===== src/gdcf_pkg.sv =====
// ============================================================================
// gdcf_pkg: shared constants, tables and types of the calendar field pipeline
// Holds the reciprocal constants for the constant divisions, the month tables
// and the structures that carry a date from one pipeline segment to the next.
// ============================================================================
package gdcf_pkg;

    // Epochs and the shift that makes every year of the pipeline non-negative.
    localparam int JDN_UNIX_EPOCH = 2440588;
    localparam int MJD_UNIX_EPOCH = 40587;
    localparam int ERA_SHIFT_DAYS = 719468;
    localparam int YEAR_BIAS_I    = 32800;     // 82 whole 400-year eras
    localparam int MOD7_BIAS_I    = 10500000;  // multiple of 7, keeps JDN positive

    localparam int DAY_BIAS_I = JDN_UNIX_EPOCH - ERA_SHIFT_DAYS - YEAR_BIAS_I * 365
                              - YEAR_BIAS_I / 4 + YEAR_BIAS_I / 100 - YEAR_BIAS_I / 400;

    localparam logic [15:0] YEAR_BAD   = 16'h8000;
    localparam logic [16:0] YEAR_BIAS  = 17'(YEAR_BIAS_I);
    localparam logic [25:0] DAY_BIAS   = 26'(DAY_BIAS_I);
    localparam logic [24:0] JV_BIAS    = 25'(DAY_BIAS_I + MOD7_BIAS_I);
    localparam logic [24:0] MJD_OFFSET = 25'(JDN_UNIX_EPOCH - MJD_UNIX_EPOCH);
    localparam logic [24:0] DAYS_YEAR  = 25'd365;

    // Division by 100 of a 17-bit value: exact for the whole range.
    localparam logic [17:0] RECIP_100    = 18'd167773;
    localparam int          RECIP_100_SH = 24;
    localparam logic [6:0]  CENTURY      = 7'd100;

    // Division by 7 of a 25-bit value: exact below 2**25.
    localparam logic [25:0] RECIP_7    = 26'd38347923;
    localparam int          RECIP_7_SH = 28;

    // Division by 7 of values below 682.
    localparam logic [9:0] RECIP_7_SMALL    = 10'd586;
    localparam int         RECIP_7_SMALL_SH = 12;

    localparam logic [7:0] MONTH_JAN = 8'd1;
    localparam logic [7:0] MONTH_FEB = 8'd2;
    localparam logic [7:0] MONTH_DEC = 8'd12;
    localparam logic [7:0] DAY_MAX   = 8'd31;
    localparam logic [4:0] FEB_LEAP  = 5'd29;

    localparam logic [2:0] LEAD_THU   = 3'd6;
    localparam logic [2:0] LEAD_WED   = 3'd5;
    localparam logic [7:0] WEEK_LONG  = 8'd53;
    localparam logic [7:0] WEEK_FIRST = 8'd1;

    // Days in each month of a common year.
    function automatic logic [4:0] month_days(input logic [3:0] m);
        logic [4:0] r;
        case (m)
            4'd1:    r = 5'd31;
            4'd2:    r = 5'd28;
            4'd3:    r = 5'd31;
            4'd4:    r = 5'd30;
            4'd5:    r = 5'd31;
            4'd6:    r = 5'd30;
            4'd7:    r = 5'd31;
            4'd8:    r = 5'd31;
            4'd9:    r = 5'd30;
            4'd10:   r = 5'd31;
            4'd11:   r = 5'd30;
            4'd12:   r = 5'd31;
            default: r = 5'd0;
        endcase
        return r;
    endfunction

    // Days from 1 March to the first of the month, with the year starting in March.
    function automatic logic [8:0] month_march_ofs(input logic [3:0] m);
        logic [8:0] r;
        case (m)
            4'd3:    r = 9'd0;
            4'd4:    r = 9'd31;
            4'd5:    r = 9'd61;
            4'd6:    r = 9'd92;
            4'd7:    r = 9'd122;
            4'd8:    r = 9'd153;
            4'd9:    r = 9'd184;
            4'd10:   r = 9'd214;
            4'd11:   r = 9'd245;
            4'd12:   r = 9'd275;
            4'd1:    r = 9'd306;
            4'd2:    r = 9'd337;
            default: r = 9'd0;
        endcase
        return r;
    endfunction

    // Days before the first of the month in a common year.
    function automatic logic [8:0] month_cum(input logic [3:0] m);
        logic [8:0] r;
        case (m)
            4'd1:    r = 9'd0;
            4'd2:    r = 9'd31;
            4'd3:    r = 9'd59;
            4'd4:    r = 9'd90;
            4'd5:    r = 9'd120;
            4'd6:    r = 9'd151;
            4'd7:    r = 9'd181;
            4'd8:    r = 9'd212;
            4'd9:    r = 9'd243;
            4'd10:   r = 9'd273;
            4'd11:   r = 9'd304;
            4'd12:   r = 9'd334;
            default: r = 9'd0;
        endcase
        return r;
    endfunction

    // A checked date, ready for the day count.
    typedef struct packed {
        logic        ok;
        logic        bad_year;
        logic        bad_month;
        logic        bad_day;
        logic [4:0]  mlen;
        logic        leap_cur;
        logic        leap_prev;
        logic [16:0] ybase;      // biased year, one less for January and February
        logic [9:0]  cent;       // ybase / 100
        logic [9:0]  march_day;  // day within the March-based year
        logic [8:0]  ydoy;       // ordinal day
    } gdcf_date_t;

    // A counted date, ready for the weekday and week number.
    typedef struct packed {
        logic               ok;
        logic               bad_year;
        logic               bad_month;
        logic               bad_day;
        logic [4:0]         mlen;
        logic               leap_cur;
        logic               leap_prev;
        logic [8:0]         ydoy;
        logic [2:0]         ydoy_m7;
        logic signed [24:0] jdn;
        logic signed [24:0] mjd;
        logic [2:0]         jv_lo;
        logic [2:0]         q7_lo;
    } gdcf_day_t;

endpackage


===== src/gregorian_date_calendar_fields.sv =====
// ============================================================================
// gregorian_date_calendar_fields: proleptic Gregorian date to calendar fields
// Checks a year, month and day and returns the Julian day number, modified
// Julian day, ISO weekday, ordinal day, month length and ISO week number.
// ============================================================================
// The block takes one date per clock cycle while in_stall is low and returns
// its result beats in the same order as the inputs. The work is spread over
// an eight-stage pipeline: three stages check the fields
// and split the year by centuries, three build the Julian day number and its
// residue modulo 7, and two derive the weekday and week number and hold the
// result register. Every stage carries its own valid bit and moves forward
// whenever it is empty or the stage after it moves, so a held result beat
// stalls only the stages that are full behind it; input beats keep being taken
// as long as some stage in the pipe is empty. A beat with date_ok low carries
// its three error flags and zeros in every other field. When the month is
// invalid, bad_day reports only a day outside 1 to 31. The week number gives
// week 53 only when 1 January is a Thursday, or a Wednesday in a leap year;
// week 0 becomes the last week of the previous year.
// ============================================================================
module gregorian_date_calendar_fields
    import gdcf_pkg::*;
(
    input  logic               clk,
    input  logic               rst_n,
    input  logic               in_valid,
    output logic               in_stall,
    input  logic signed [15:0] year_in,
    input  logic [7:0]         month_in,
    input  logic [7:0]         day_in,
    output logic               out_valid,
    input  logic               out_stall,
    output logic               date_ok,
    output logic               bad_year,
    output logic               bad_month,
    output logic               bad_day,
    output logic signed [24:0] julian_day_number,
    output logic signed [24:0] modified_julian_day,
    output logic [2:0]         iso_weekday,
    output logic [8:0]         day_in_year,
    output logic [5:0]         iso_week,
    output logic [4:0]         month_length
);

    // Segment boundaries: valid forward, stall backward, payload as a struct.
    logic       chk_valid, chk_stall;
    logic       cnt_valid, cnt_stall;
    gdcf_date_t chk_date;
    gdcf_day_t  cnt_day;

    // Field checks, leap years and the year split by centuries.
    gdcf_check u_check (
        .clk       (clk),
        .rst_n     (rst_n),
        .in_valid  (in_valid),
        .in_stall  (in_stall),
        .year_in   (year_in),
        .month_in  (month_in),
        .day_in    (day_in),
        .out_valid (chk_valid),
        .out_stall (chk_stall),
        .date_out  (chk_date)
    );

    // Julian day number, modified Julian day and the weekday residue.
    gdcf_daycount u_daycount (
        .clk       (clk),
        .rst_n     (rst_n),
        .in_valid  (chk_valid),
        .in_stall  (chk_stall),
        .date_in   (chk_date),
        .out_valid (cnt_valid),
        .out_stall (cnt_stall),
        .day_out   (cnt_day)
    );

    // Weekday, week number and the result register.
    gdcf_week u_week (
        .clk                 (clk),
        .rst_n               (rst_n),
        .in_valid            (cnt_valid),
        .in_stall            (cnt_stall),
        .day_in              (cnt_day),
        .out_valid           (out_valid),
        .out_stall           (out_stall),
        .date_ok             (date_ok),
        .bad_year            (bad_year),
        .bad_month           (bad_month),
        .bad_day             (bad_day),
        .julian_day_number   (julian_day_number),
        .modified_julian_day (modified_julian_day),
        .iso_weekday         (iso_weekday),
        .day_in_year         (day_in_year),
        .iso_week            (iso_week),
        .month_length        (month_length)
    );

    // The input side can only be held back when the whole pipe is full
    // behind a stalled result beat.
    a_stall_needs_full_pipe: assert property (@(posedge clk) disable iff (!rst_n)
        in_stall |-> (out_valid && out_stall))
        else $error("input stalled while the result register is free");

    // The verdict agrees with the three error flags.
    a_ok_matches_flags: assert property (@(posedge clk) disable iff (!rst_n)
        out_valid |-> (date_ok == !(bad_year || bad_month || bad_day)))
        else $error("date_ok disagrees with the error flags");

    // An invalid date carries zeros in every computed field.
    a_invalid_zero: assert property (@(posedge clk) disable iff (!rst_n)
        (out_valid && !date_ok) |-> ((julian_day_number == 25'sd0)
            && (modified_julian_day == 25'sd0) && (iso_weekday == 3'd0)
            && (day_in_year == 9'd0) && (iso_week == 6'd0) && (month_length == 5'd0)))
        else $error("invalid date with a nonzero field");

    // The two day counts of a valid date differ by the fixed epoch offset.
    a_mjd_offset: assert property (@(posedge clk) disable iff (!rst_n)
        (out_valid && date_ok) |->
            (25'(julian_day_number - modified_julian_day) == MJD_OFFSET))
        else $error("modified Julian day out of step with Julian day number");

    // A valid date has a weekday, a week and an ordinal day in range.
    a_valid_ranges: assert property (@(posedge clk) disable iff (!rst_n)
        (out_valid && date_ok) |-> ((iso_weekday != 3'd0) && (iso_week != 6'd0)
            && (iso_week <= 6'd53) && (day_in_year != 9'd0) && (month_length >= 5'd28)))
        else $error("valid date with a field out of range");

endmodule


===== src/gdcf_check.sv =====
// ============================================================================
// gdcf_check: field checks, leap years and year split
// Three stages: year bias, division by 100, then validity, month length and
// the day offsets used by the day count.
// ============================================================================
module gdcf_check
    import gdcf_pkg::*;
(
    input  logic               clk,
    input  logic               rst_n,
    input  logic               in_valid,
    output logic               in_stall,
    input  logic signed [15:0] year_in,
    input  logic [7:0]         month_in,
    input  logic [7:0]         day_in,
    output logic               out_valid,
    input  logic               out_stall,
    output gdcf_date_t         date_out
);

    logic        v1_reg, v2_reg, v3_reg;
    logic        en1, en2, en3;
    logic [16:0] bias1_reg, bias2_reg;
    logic [7:0]  month1_reg, month2_reg, day1_reg, day2_reg;
    logic        bady1_reg, bady2_reg, badm1_reg, badm2_reg;
    logic [9:0]  cent2_reg;
    logic [9:0]  cent_next;
    logic [34:0] prod100;
    gdcf_date_t  date_reg, date_next;

    logic [16:0] rem_full, bias_prev;
    logic [6:0]  rem0;
    logic        rem_zero, rem_one;
    logic [9:0]  cent_prev;
    logic        leap_cur, leap_prev, late;
    logic [4:0]  mlen;
    logic        bad_day;
    logic [3:0]  mon;

    assign en3      = !v3_reg || !out_stall;
    assign en2      = !v2_reg || en3;
    assign en1      = !v1_reg || en2;
    assign in_stall = !en1;

    assign out_valid = v3_reg;
    assign date_out  = date_reg;

    always_ff @(posedge clk or negedge rst_n)
    begin
        if (!rst_n)
        begin
            v1_reg <= 1'b0;
            v2_reg <= 1'b0;
            v3_reg <= 1'b0;
        end
        else
        begin
            if (en1)
            begin
                v1_reg <= in_valid;
            end
            if (en2)
            begin
                v2_reg <= v1_reg;
            end
            if (en3)
            begin
                v3_reg <= v2_reg;
            end
        end
    end

    // Stage two: quotient by 100 through a reciprocal multiply.
    assign prod100   = 35'(bias1_reg) * 35'(RECIP_100);
    assign cent_next = prod100[RECIP_100_SH +: 10];

    // Stage three: remainder, leap years of this and the previous year.
    assign rem_full  = bias2_reg - 17'(cent2_reg) * 17'(CENTURY);
    assign rem0      = rem_full[6:0];
    assign rem_zero  = (rem0 == 7'd0);
    assign rem_one   = (rem0 == 7'd1);
    assign bias_prev = bias2_reg - 17'd1;
    assign cent_prev = rem_zero ? (cent2_reg - 10'd1) : cent2_reg;
    assign leap_cur  = (bias2_reg[1:0] == 2'd0) && (!rem_zero || (cent2_reg[1:0] == 2'd0));
    assign leap_prev = (bias_prev[1:0] == 2'd0) && (!rem_one || (cent_prev[1:0] == 2'd0));

    assign mon  = month2_reg[3:0];
    assign late = (month2_reg > MONTH_FEB);
    assign mlen = ((month2_reg == MONTH_FEB) && leap_cur) ? FEB_LEAP : month_days(mon);

    always_comb
    begin
        if (badm2_reg)
        begin
            bad_day = (day2_reg == 8'd0) || (day2_reg > DAY_MAX);
        end
        else
        begin
            bad_day = (day2_reg == 8'd0) || (day2_reg > {3'b000, mlen});
        end
    end

    always_comb
    begin
        date_next.ok        = !bady2_reg && !badm2_reg && !bad_day;
        date_next.bad_year  = bady2_reg;
        date_next.bad_month = badm2_reg;
        date_next.bad_day   = bad_day;
        date_next.mlen      = mlen;
        date_next.leap_cur  = leap_cur;
        date_next.leap_prev = leap_prev;
        date_next.ybase     = late ? bias2_reg : bias_prev;
        date_next.cent      = late ? cent2_reg : cent_prev;
        date_next.march_day = 10'(month_march_ofs(mon)) + 10'(day2_reg) - 10'd1;
        date_next.ydoy      = month_cum(mon) + 9'(day2_reg) + 9'(late && leap_cur);
    end

    always_ff @(posedge clk)
    begin
        if (en1)
        begin
            bias1_reg  <= {year_in[15], year_in} + YEAR_BIAS;
            month1_reg <= month_in;
            day1_reg   <= day_in;
            bady1_reg  <= ({year_in} == YEAR_BAD);
            badm1_reg  <= (month_in < MONTH_JAN) || (month_in > MONTH_DEC);
        end
        if (en2)
        begin
            bias2_reg  <= bias1_reg;
            cent2_reg  <= cent_next;
            month2_reg <= month1_reg;
            day2_reg   <= day1_reg;
            bady2_reg  <= bady1_reg;
            badm2_reg  <= badm1_reg;
        end
        if (en3)
        begin
            date_reg <= date_next;
        end
    end

endmodule


===== src/gdcf_daycount.sv =====
// ============================================================================
// gdcf_daycount: Julian day number and its residue modulo 7
// Three stages: year terms, the final sum, then the reciprocal multiply by
// which the weekday residue is found.
// ============================================================================
module gdcf_daycount
    import gdcf_pkg::*;
(
    input  logic       clk,
    input  logic       rst_n,
    input  logic       in_valid,
    output logic       in_stall,
    input  gdcf_date_t date_in,
    output logic       out_valid,
    input  logic       out_stall,
    output gdcf_day_t  day_out
);

    logic        v1_reg, v2_reg, v3_reg;
    logic        en1, en2, en3;
    gdcf_date_t  date1_reg, date2_reg;
    logic [24:0] prod1_reg, prod_next;
    logic [25:0] sum1_reg, sum_next, part;
    logic [24:0] base1_reg, base_next;
    logic [24:0] jdn2_reg, jdn_next;
    logic [24:0] jv2_reg, jv_next;
    logic [50:0] q7_prod;
    logic [18:0] yq_prod;
    logic [6:0]  yq;
    logic [8:0]  ym_full;
    gdcf_day_t   day_reg, day_next;

    assign en3      = !v3_reg || !out_stall;
    assign en2      = !v2_reg || en3;
    assign en1      = !v1_reg || en2;
    assign in_stall = !en1;

    assign out_valid = v3_reg;
    assign day_out   = day_reg;

    always_ff @(posedge clk or negedge rst_n)
    begin
        if (!rst_n)
        begin
            v1_reg <= 1'b0;
            v2_reg <= 1'b0;
            v3_reg <= 1'b0;
        end
        else
        begin
            if (en1)
            begin
                v1_reg <= in_valid;
            end
            if (en2)
            begin
                v2_reg <= v1_reg;
            end
            if (en3)
            begin
                v3_reg <= v2_reg;
            end
        end
    end

    // Stage one: 365 days a year plus the leap-day corrections and day offset.
    assign prod_next = 25'(date_in.ybase) * DAYS_YEAR;
    assign part      = 26'(date_in.ybase >> 2) - 26'(date_in.cent)
                     + 26'(date_in.cent >> 2) + 26'(date_in.march_day);
    assign sum_next  = part + DAY_BIAS;
    assign base_next = part[24:0] + JV_BIAS;

    // Stage two: signed day number and the same number shifted positive.
    assign jdn_next = 25'(26'(prod1_reg) + sum1_reg);
    assign jv_next  = prod1_reg + base1_reg;

    // Stage three: low bits of the quotient by 7, and the ordinal day modulo 7.
    assign q7_prod = 51'(jv2_reg) * 51'(RECIP_7);
    assign yq_prod = 19'(date2_reg.ydoy) * 19'(RECIP_7_SMALL);
    assign yq      = yq_prod[RECIP_7_SMALL_SH +: 7];
    assign ym_full = date2_reg.ydoy - 9'(yq) * 9'd7;

    always_comb
    begin
        day_next.ok        = date2_reg.ok;
        day_next.bad_year  = date2_reg.bad_year;
        day_next.bad_month = date2_reg.bad_month;
        day_next.bad_day   = date2_reg.bad_day;
        day_next.mlen      = date2_reg.mlen;
        day_next.leap_cur  = date2_reg.leap_cur;
        day_next.leap_prev = date2_reg.leap_prev;
        day_next.ydoy      = date2_reg.ydoy;
        day_next.ydoy_m7   = ym_full[2:0];
        day_next.jdn       = $signed(jdn2_reg);
        day_next.mjd       = $signed(jdn2_reg - MJD_OFFSET);
        day_next.jv_lo     = jv2_reg[2:0];
        day_next.q7_lo     = q7_prod[RECIP_7_SH +: 3];
    end

    always_ff @(posedge clk)
    begin
        if (en1)
        begin
            date1_reg <= date_in;
            prod1_reg <= prod_next;
            sum1_reg  <= sum_next;
            base1_reg <= base_next;
        end
        if (en2)
        begin
            date2_reg <= date1_reg;
            jdn2_reg  <= jdn_next;
            jv2_reg   <= jv_next;
        end
        if (en3)
        begin
            day_reg <= day_next;
        end
    end

endmodule


===== src/gdcf_week.sv =====
// ============================================================================
// gdcf_week: weekday, ISO week number and the output register
// Stage one finds the weekday and the weekday of 1 January; stage two divides
// by 7, applies the long-year rule and zeroes the fields of an invalid date.
// ============================================================================
module gdcf_week
    import gdcf_pkg::*;
(
    input  logic               clk,
    input  logic               rst_n,
    input  logic               in_valid,
    output logic               in_stall,
    input  gdcf_day_t          day_in,
    output logic               out_valid,
    input  logic               out_stall,
    output logic               date_ok,
    output logic               bad_year,
    output logic               bad_month,
    output logic               bad_day,
    output logic signed [24:0] julian_day_number,
    output logic signed [24:0] modified_julian_day,
    output logic [2:0]         iso_weekday,
    output logic [8:0]         day_in_year,
    output logic [5:0]         iso_week,
    output logic [4:0]         month_length
);

    logic        v1_reg, v2_reg;
    logic        en1, en2;
    gdcf_day_t   day1_reg;
    logic [2:0]  wd1_reg, wd_next;
    logic [9:0]  xcur1_reg, xcur_next, xprev1_reg, xprev_next;
    logic        long1_reg, long_next;

    logic [2:0]  wd_idx;
    logic [4:0]  lead_sum;
    logic [2:0]  lead;
    logic [3:0]  prev_sum;
    logic [2:0]  lead_prev;

    logic [19:0] wkc_prod, wkp_prod;
    logic [7:0]  wk_cur, wk_prev, wk_sel, wk_fix;

    logic               ok_reg, bady_reg, badm_reg, badd_reg;
    logic signed [24:0] jdn_reg, mjd_reg;
    logic [2:0]         wday_reg;
    logic [8:0]         ydoy_reg;
    logic [5:0]         week_reg;
    logic [4:0]         mlen_reg;

    assign en2      = !v2_reg || !out_stall;
    assign en1      = !v1_reg || en2;
    assign in_stall = !en1;

    always_ff @(posedge clk or negedge rst_n)
    begin
        if (!rst_n)
        begin
            v1_reg <= 1'b0;
            v2_reg <= 1'b0;
        end
        else
        begin
            if (en1)
            begin
                v1_reg <= in_valid;
            end
            if (en2)
            begin
                v2_reg <= v1_reg;
            end
        end
    end

    // Stage one: weekday residue, then the lead of 1 January of this and the
    // previous year, both brought back into 0..6.
    assign wd_idx   = day_in.jv_lo - day_in.q7_lo * 3'd7;
    assign wd_next  = wd_idx + 3'd1;
    assign lead_sum = {2'b00, wd_idx} + 5'd11 - {2'b00, day_in.ydoy_m7};

    always_comb
    begin
        if (lead_sum >= 5'd14)
        begin
            lead = 3'(lead_sum - 5'd14);
        end
        else if (lead_sum >= 5'd7)
        begin
            lead = 3'(lead_sum - 5'd7);
        end
        else
        begin
            lead = lead_sum[2:0];
        end
    end

    assign prev_sum  = {1'b0, lead} + 4'd6 - 4'(day_in.leap_prev);
    assign lead_prev = (prev_sum >= 4'd7) ? 3'(prev_sum - 4'd7) : prev_sum[2:0];

    assign xcur_next  = 10'(day_in.ydoy) + 10'(lead) + 10'd3;
    assign xprev_next = 10'(day_in.ydoy) + 10'd368 + 10'(day_in.leap_prev) + 10'(lead_prev);
    assign long_next  = (lead == LEAD_THU) || ((lead == LEAD_WED) && day_in.leap_cur);

    // Stage two: week numbers by reciprocal, then the long-year and week-zero rules.
    assign wkc_prod = 20'(xcur1_reg) * 20'(RECIP_7_SMALL);
    assign wkp_prod = 20'(xprev1_reg) * 20'(RECIP_7_SMALL);
    assign wk_cur   = wkc_prod[RECIP_7_SMALL_SH +: 8];
    assign wk_prev  = wkp_prod[RECIP_7_SMALL_SH +: 8];

    always_comb
    begin
        if (wk_cur == WEEK_LONG)
        begin
            wk_sel = long1_reg ? WEEK_LONG : WEEK_FIRST;
        end
        else if (wk_cur == 8'd0)
        begin
            wk_sel = wk_prev;
        end
        else
        begin
            wk_sel = wk_cur;
        end
        wk_fix = (wk_sel > WEEK_LONG) ? WEEK_LONG : wk_sel;
    end

    always_ff @(posedge clk)
    begin
        if (en1)
        begin
            day1_reg   <= day_in;
            wd1_reg    <= wd_next;
            xcur1_reg  <= xcur_next;
            xprev1_reg <= xprev_next;
            long1_reg  <= long_next;
        end
        if (en2)
        begin
            ok_reg   <= day1_reg.ok;
            bady_reg <= day1_reg.bad_year;
            badm_reg <= day1_reg.bad_month;
            badd_reg <= day1_reg.bad_day;
            jdn_reg  <= day1_reg.ok ? day1_reg.jdn : 25'sd0;
            mjd_reg  <= day1_reg.ok ? day1_reg.mjd : 25'sd0;
            wday_reg <= day1_reg.ok ? wd1_reg : 3'd0;
            ydoy_reg <= day1_reg.ok ? day1_reg.ydoy : 9'd0;
            week_reg <= day1_reg.ok ? wk_fix[5:0] : 6'd0;
            mlen_reg <= day1_reg.ok ? day1_reg.mlen : 5'd0;
        end
    end

    assign out_valid           = v2_reg;
    assign date_ok             = ok_reg;
    assign bad_year            = bady_reg;
    assign bad_month           = badm_reg;
    assign bad_day             = badd_reg;
    assign julian_day_number   = jdn_reg;
    assign modified_julian_day = mjd_reg;
    assign iso_weekday         = wday_reg;
    assign day_in_year         = ydoy_reg;
    assign iso_week            = week_reg;
    assign month_length        = mlen_reg;

endmodule

===== config.mk =====
export PLATFORM = sky130hd
export DESIGN_NAME = gregorian_date_calendar_fields
export DESIGN_NICKNAME = d
export VERILOG_FILES = /design/src/gdcf_pkg.sv /design/src/gregorian_date_calendar_fields.sv /design/src/gdcf_check.sv /design/src/gdcf_daycount.sv /design/src/gdcf_week.sv
export SDC_FILE = /design/constraint.sdc
export NUM_CORES = 2
export LEC_CHECK = 0
export BUFFER_PORTS_ARGS = -buffer_cell sky130_fd_sc_hd__buf_2
export CAP_MARGIN = 20
export CORE_MARGIN = 2
export CORE_UTILIZATION = 60
export DETAILED_ROUTE_END_ITERATION = 8
export PLACE_DENSITY = 0.76
export SLEW_MARGIN = 30
export SYNTH_ARGS = -nofsm -noshare
export SYNTH_HDL_FRONTEND = slang
export SYNTH_SLANG_ARGS = --single-unit

===== constraint.sdc =====
create_clock -name clk -period 7.4 [get_ports clk]
set_clock_uncertainty 0.2 [all_clocks]
set_input_delay 1.48 -clock clk [delete_from_list [all_inputs] [get_ports clk]]
set_output_delay 1.48 -clock clk [all_outputs]
set_load 0.01 [all_outputs]

### After elaboration in Yosys (flattened, before gate mapping)

Memory sizes are Yosys's and may differ from the RTL's. A register that Yosys moved wholly into a read port is not among the register bits.
Cells that the tools add are included.

* bits in read-only memories: 368
* flip-flop bits (word level): 558
* logic and storage cells: 205
* output and inout bits: 79
* memories kept: 3

Memories
* (name not given): depth 16, bits a word 9, read ports 1, clocked after memory_dff 1, write ports 0, RTL line gdcf_pkg.sv:73 `case (m)`
* (name not given): depth 16, bits a word 9, read ports 1, clocked after memory_dff 1, write ports 0, RTL line gdcf_pkg.sv:94 `case (m)`
* (name not given): depth 16, bits a word 5, read ports 1, clocked after memory_dff 1, write ports 0, RTL line gdcf_pkg.sv:52 `case (m)`

* $lt $le $gt $ge: 9
* multiplexer cells: 15
* eq/ne operators: 6
* reductions and logical operators: 44
* bitwise operators: 1
* multiply operators: 9
* add/subtract/negate cells: 31

Operator list (count)
* adder 25 bit: 2
* multiplier 10 x 9 -> 19 bit (second input constant): 2
* multiplier 17 x 18 -> 34 bit (second input constant): 1
* multiplier 25 x 26 -> 31 bit (second input constant): 1
* adder 25 x 10 -> 25 bit: 1
* adder 25 x 18 -> 25 bit (second input constant): 1
* adder 25 bit (second input constant): 1
* adder 25 x 8 -> 25 bit: 1
* multiplier 17 x 9 -> 25 bit (second input constant): 1
* subtractor 25 x 22 -> 25 bit (second input constant): 1
* two-way mux 10 bit: 2
* subtractor 10 x 1 -> 10 bit (second input constant): 2
* multiplier 9 x 9 -> 18 bit (second input constant): 1
* adder 17 x 16 -> 17 bit (second input constant): 1
* two-way mux 17 bit: 1
* subtractor 17 x 1 -> 17 bit (second input constant): 1
* equality test 16 bit (second input constant): 1
* logical NOT 8 bit: 2
* two-way mux 8 bit: 2
* subtractor 15 x 10 -> 16 bit: 1
* logical NOT 1 bit: 15
* logical OR 1 bit: 14
* two-way mux 4 bit: 3
* two-way mux 6 bit: 2
* 40 further kinds: 55

### Depth between registers and ports, before layout

* word-level depth: 13
* mapped depth: 26
* depth with buffers taken out: 26

### Hierarchy

From an unflattened synthesis, not the netlist that was laid out.

* cells, all modules: 3528
* area, all modules: 41471.0 µm²

Modules (own cells, without submodules)
* gdcf_daycount: cells an instance 1718, instances 1, area an instance 19486.2 µm²
* gdcf_check: cells an instance 1125, instances 1, area an instance 12741.0 µm²
* gdcf_week: cells an instance 685, instances 1, area an instance 9243.9 µm²

### Worst setup path before layout

Ideal clock, no wire load.

* path type: in2out
* from: input port out_stall
* to: output port in_stall
* arrival time: 4819 ps
* stages on the path: 7
* slack: 901 ps
* cell sequence: and3_1 > and3_1 > clkbuf_1 > nand4_1 > inv_1 > nand2_1 > inv_1

* longest elaborated chain between the ends: 10

RTL lines
* start: declaration: RTL line gregorian_date_calendar_fields.sv:31 `input logic out_stall,`
* logical NOT 1 bit: RTL line gdcf_week.sv:51 `assign en2 = !v2_reg || !out_stall;`
* logical OR 1 bit: RTL line gdcf_week.sv:51
* logical OR 1 bit: RTL line gdcf_week.sv:52 `assign en1 = !v1_reg || en2;`
* logical OR 1 bit: RTL line gdcf_daycount.sv:33 `assign en3 = !v3_reg || !out_stall;`
* logical OR 1 bit: RTL line gdcf_daycount.sv:34 `assign en2 = !v2_reg || en3;`
* logical OR 1 bit: RTL line gdcf_daycount.sv:35 `assign en1 = !v1_reg || en2;`
* logical OR 1 bit: RTL line gdcf_check.sv:40 `assign en3 = !v3_reg || !out_stall;`
* logical OR 1 bit: RTL line gdcf_check.sv:41 `assign en2 = !v2_reg || en3;`
* logical OR 1 bit: RTL line gdcf_check.sv:42 `assign en1 = !v1_reg || en2;`
* logical NOT 1 bit: RTL line gdcf_check.sv:43 `assign in_stall = !en1;`
* end: declaration: RTL line gregorian_date_calendar_fields.sv:26 `output logic in_stall,`

No other way between the ends.

### Worst setup path in the final report

* from: register u_check.bias1_reg[15]
* to: register u_check.cent2_reg[9], data pin

* longest elaborated chain between the ends: 1

RTL lines
* start: declaration: RTL line gdcf_check.sv:23 `logic [16:0] bias1_reg, bias2_reg;`
* start signal: assignment: RTL line gdcf_check.sv:122 `bias1_reg <= {year_in[15], year_in} + YEAR_BIAS;`
* multiplier 17 x 18 -> 34 bit: RTL line gdcf_check.sv:74 `assign prod100 = 35'(bias1_reg) * 35'(RECIP_100);`
* via u_check.prod100[33]: RTL line gdcf_check.sv:28 `logic [34:0] prod100;`
* end signal: assignment: RTL line gdcf_check.sv:131 `cent2_reg <= cent_next;`
* end: declaration: RTL line gdcf_check.sv:26 `logic [9:0] cent2_reg;`

The timed path passes the listed nets, and every way through them passes these cells.
A chain may end at the register's enable or synchronous reset.

==> run_summary.xml <==
<?xml version="1.0" encoding="UTF-8"?>
<metrics>
  <group name="outcome">
    <metric name="status" unit="">complete, no violations</metric>
  </group>
  <group name="cells_and_area">
    <metric name="largest_register_ff_count" unit="">74</metric>
    <metric name="antenna_cells_inserted" unit="">0</metric>
    <metric name="commonest_non_fill_non_tap_cell_in_the_layout" unit="">inv_1</metric>
    <metric name="layout.filler_cells" unit="">4866</metric>
    <metric name="multi_input_area" unit="µm²">21360</metric>
    <metric name="register_area" unit="µm²">16390</metric>
    <metric name="layout-area-overhead-vs-synth" unit="%">9.455</metric>
    <metric name="mostFrequentLayoutCells" unit="">inv_1 (649), ha_1 (600), edfxtp_1 (525), fa_1 (307), xnor2_1 (162)</metric>
    <metric name="post_route_cells_drive_above_1_share" unit="%">7.209</metric>
    <metric name="layout.cells.non_filler" unit="">4415</metric>
    <metric name="finish.net_count" unit="">4446</metric>
  </group>
  <group name="clocking">
    <metric name="h_tree_depth" unit="">2</metric>
    <metric name="cts_setup_buffers" unit="">0</metric>
    <metric name="clk_latency" unit="ps">630</metric>
    <metric name="cts.clk_slew.worst_paths" unit="ps">60</metric>
    <metric name="ctsLongestPathBuffers" unit="">3</metric>
    <metric name="cts_root_buf" unit="">clkbuf_16</metric>
    <metric name="post_cts_resized" unit="">0</metric>
    <metric name="hold_buffers" unit="">0</metric>
    <metric name="tritoncts" unit="">yes</metric>
    <metric name="numClockSinks" unit="">554</metric>
    <metric name="cts-buffers-inserted" unit="">59</metric>
  </group>
  <group name="die">
    <metric name="die_area" unit="µm²">69130</metric>
    <metric name="design.core.area" unit="µm²">66100</metric>
    <metric name="floorplan.die.width" unit="µm">262.9</metric>
    <metric name="ioPinCount" unit="">115</metric>
    <metric name="start_util" unit="%">60.86</metric>
    <metric name="row_count" unit="">94</metric>
    <metric name="die_height" unit="µm">262.9</metric>
  </group>
  <group name="route">
    <metric name="routed_wire_length_per_instance" unit="µm">16.30</metric>
    <metric name="remaining_drcs" unit="">0</metric>
    <metric name="viasPerCell" unit="">5.333</metric>
    <metric name="drtAntennaViolNets" unit="">0</metric>
    <metric name="num_vias" unit="">23545</metric>
    <metric name="drt_pre_antenna_iters" unit="">5</metric>
    <metric name="totalWireLength" unit="mm">71.94</metric>
    <metric name="drtIter0Drc" unit="">1094</metric>
  </group>
  <group name="global_routing">
    <metric name="grt_max_degree" unit="">69</metric>
    <metric name="first_global_vias" unit="">24575</metric>
    <metric name="antenna_found_initial" unit="">0</metric>
    <metric name="groute.usage.overall" unit="%">21.70</metric>
    <metric name="grt_first_pass_wirelength" unit="mm">121.6</metric>
    <metric name="grt.overflow.total" unit="">0</metric>
  </group>
  <group name="timing">
    <metric name="setup_viol" unit="">0</metric>
    <metric name="finalWorstSetupSlack" unit="ps">584.7</metric>
    <metric name="timing.hold.ws" unit="ps">212.5</metric>
    <metric name="fmaxAchievable" unit="MHz">146.7</metric>
    <metric name="grt_setup_unrepaired" unit="">no</metric>
    <metric name="hold_fails_final_rpt" unit="">0</metric>
    <metric name="period_minus_slack" unit="ps">6815</metric>
    <metric name="drv_slew" unit="">0</metric>
    <metric name="post-route-period-util" unit="%">92.10</metric>
    <metric name="totalNegativeSetupSlack" unit="ps">0</metric>
    <metric name="worst_slew_pin_slew" unit="ps">923.9</metric>
    <metric name="relative_slew_slack" unit="%">37.84</metric>
  </group>
  <group name="worst_hold_path">
    <metric name="whs_endpoint" unit="">u_week.day1_reg[13]$_DFFE_PP_</metric>
    <metric name="hold_path_startpoint" unit="">u_daycount.day_out[13]$_DFFE_PP_</metric>
    <metric name="timing.hold.worst.class" unit="">flop to flop</metric>
    <metric name="hold-path-cell-count" unit="">0</metric>
  </group>
  <group name="worst_setup_path">
    <metric name="r2r_cell_count" unit="">21</metric>
    <metric name="element_type_at_the_critical_path_end" unit="">flop</metric>
    <metric name="rrSetupSlack" unit="ps">580</metric>
    <metric name="timing.critical_path.arrival" unit="ps">6960</metric>
    <metric name="reg_to_reg_critical_path_startpoint" unit="">u_check.bias1_reg[15]$_DFFE_PN_</metric>
    <metric name="timing_worst_setup_path_type" unit="">flop to flop</metric>
    <metric name="critPathMaxFanout" unit="">9</metric>
    <metric name="timing.critical_path.required" unit="ps">7550</metric>
    <metric name="critPathLaunchType" unit="">flop</metric>
    <metric name="reg2reg_to" unit="">u_check.cent2_reg[9]$_DFFE_PN_</metric>
  </group>
  <group name="synthesis">
    <metric name="postSynthCellCount" unit="">3335</metric>
    <metric name="synth_edf_count" unit="">525</metric>
    <metric name="synth_simple_gate_area_share" unit="%">7.259</metric>
    <metric name="ys_seq_area_share" unit="%">40.73</metric>
    <metric name="ys.flop_type" unit="">edfxtp_1</metric>
    <metric name="yosys.area_share.adder" unit="%">33.94</metric>
    <metric name="synth_area_per_cell" unit="µm²">12.06</metric>
    <metric name="synth.cell_area" unit="µm²">40230</metric>
    <metric name="yosys_warnings" unit="">0</metric>
    <metric name="synth_cell_type_count" unit="">78</metric>
    <metric name="synth.ff_latch_count" unit="">554</metric>
    <metric name="synth_xor_area_share" unit="%">5.207</metric>
    <metric name="synth_compound_area_share" unit="%">6.295</metric>
    <metric name="synthesis.nets" unit="">4278</metric>
    <metric name="main_combinational_cell_family_by_area_after_synthesis" unit="">adder cells</metric>
    <metric name="synthMuxAreaShare" unit="%">0.3079</metric>
    <metric name="ys_async_sr_fraction" unit="%">1.444</metric>
  </group>
  <group name="placed_design">
    <metric name="placement.io_buffers" unit="">114</metric>
    <metric name="detailed_place_hpwl" unit="mm">57.54</metric>
    <metric name="globalplace.congestion" unit="">0.8974</metric>
    <metric name="place.detailed.instances" unit="">4306</metric>
    <metric name="detailedPlace.worstSlack" unit="ps">582.8</metric>
  </group>
  <group name="run">
    <metric name="count_of_maximum_capacitance_violations" unit="">0</metric>
  </group>
</metrics>
synthesized netlist by cell type, types with 6 or more instances:
| master | n | share of area (%) |
|---|---|---|
| inv_1 | 651 | 6.1 |
| nor3_1 | 50 | 0.62 |
| nand2b_1 | 28 | 0.44 |
| o211ai_1 | 10 | 0.19 |
| nor2b_1 | 24 | 0.37 |
| fa_1 | 307 | 15 |
| or4_1 | 10 | 0.19 |
| a31oi_1 | 14 | 0.22 |
| nand2_1 | 103 | 0.96 |
| o21a_1 | 33 | 0.62 |
| or3_1 | 10 | 0.16 |
| o21bai_1 | 19 | 0.35 |
| mux2i_1 | 9 | 0.22 |
| nor4_1 | 19 | 0.30 |
| o31ai_1 | 10 | 0.19 |
| and3_1 | 13 | 0.20 |
| o21ai_1 | 8 | 0.10 |
| dfxtp_1 | 21 | 1.0 |
| nand3_1 | 37 | 0.46 |
| a21o_1 | 49 | 0.91 |
| edfxtp_1 | 525 | 39 |
| a21oi_1 | 111 | 1.4 |
| xnor2_1 | 162 | 3.5 |
| nand4_1 | 14 | 0.22 |
| or2_2 | 13 | 0.20 |
| and4_1 | 6 | 0.13 |
| ha_1 | 600 | 19 |
| xor2_1 | 72 | 1.6 |
| nor2_1 | 136 | 1.3 |
| clkbuf_1 | 15 | 0.14 |
| o21ai_0 | 68 | 0.85 |
| a21boi_0 | 6 | 0.11 |
| and2_1 | 77 | 1.2 |
| dfrtp_1 | 8 | 0.50 |
| nand3b_1 | 6 | 0.11 |
| a211oi_1 | 11 | 0.21 |
| a211o_1 | 7 | 0.15 |
per-layer routing:
metal / up-vias / track usage, % / wire (µm)
li1: 11678 / - / -
met1: 11374 / 27.76 / 31200
met2: 380 / 39.32 / 36660
met3: 113 / 2.474 / 2385
met4: 0 / 5.529 / 1700
met5: - / 0 / 0
worst max path at each step:
stage	start	endpoint	slack, ps	depth (start not counted)
6_report	u_check.bias1_reg[15]$_DFFE_PN_	u_check.cent2_reg[9]$_DFFE_PN_	580	21
4_1_cts	u_check.bias1_reg[15]$_DFFE_PN_	u_check.cent2_reg[9]$_DFFE_PN_	570	21
5_1_grt	u_check.bias1_reg[15]$_DFFE_PN_	u_check.cent2_reg[9]$_DFFE_PN_	250	21
3_5_place_dp	u_check.bias1_reg[15]$_DFFE_PN_	u_check.cent2_reg[9]$_DFFE_PN_	580	21
3_3_place_gp	u_check.bias1_reg[9]$_DFFE_PN_	u_check.cent2_reg[9]$_DFFE_PN_	710	21
2_1_floorplan	out_stall	in_stall	900	7
cells by family (layout without fill, tap and decap cells):
kind of cell	Yosys count	after routing
xor gates and xnor gates	236	236
DFF	554	554
AOI/OAI and AO/OA	392	392
adders and majority gates	907	907
muxes	11	11
buffers and inverters	669	885
and+or+nand+nor	566	566
through the flow:
| stage | util, % | cell area, µm² |
|---|---|---|
| floorplan | - | 40230 |
| global placement | 63.41 | 41920 |
| detailed placement | 63.41 | 41920 |
| CTS | 66.61 | 44030 |
| global route | 66.62 | 44030 |
| finish | 66.62 | 44030 |
critical path, cell delays in order, from the launching register on:
cell,delay (ps)
edfxtp_1,570
fa_1,610
inv_1,100
fa_1,530
inv_1,60
fa_1,530
inv_1,50
fa_1,530
inv_1,60
fa_1,500
fa_1,490
ha_1,230
nor3_1,200
o21ai_0,110
a21oi_1,220
a311oi_1,190
nor4_1,220
nor3_1,120
a41o_1,290
or4_1,450
a31oi_1,220
xnor2_1,90
final cells by class:
class | instances | share of cell area (%)
inverter | 652 | 5.561
clock buffer | 65 | 3.475
sequential | 554 | 37.21
clock inverter | 44 | 1.324
tap | 864 | 2.455
multi-input combinational | 2112 | 48.51
timing repair buffer | 124 | 1.466
Power is left out: the tool's default activity adds up to more than one toggle a clock period on the data nets, which glitch-free logic cannot reach.
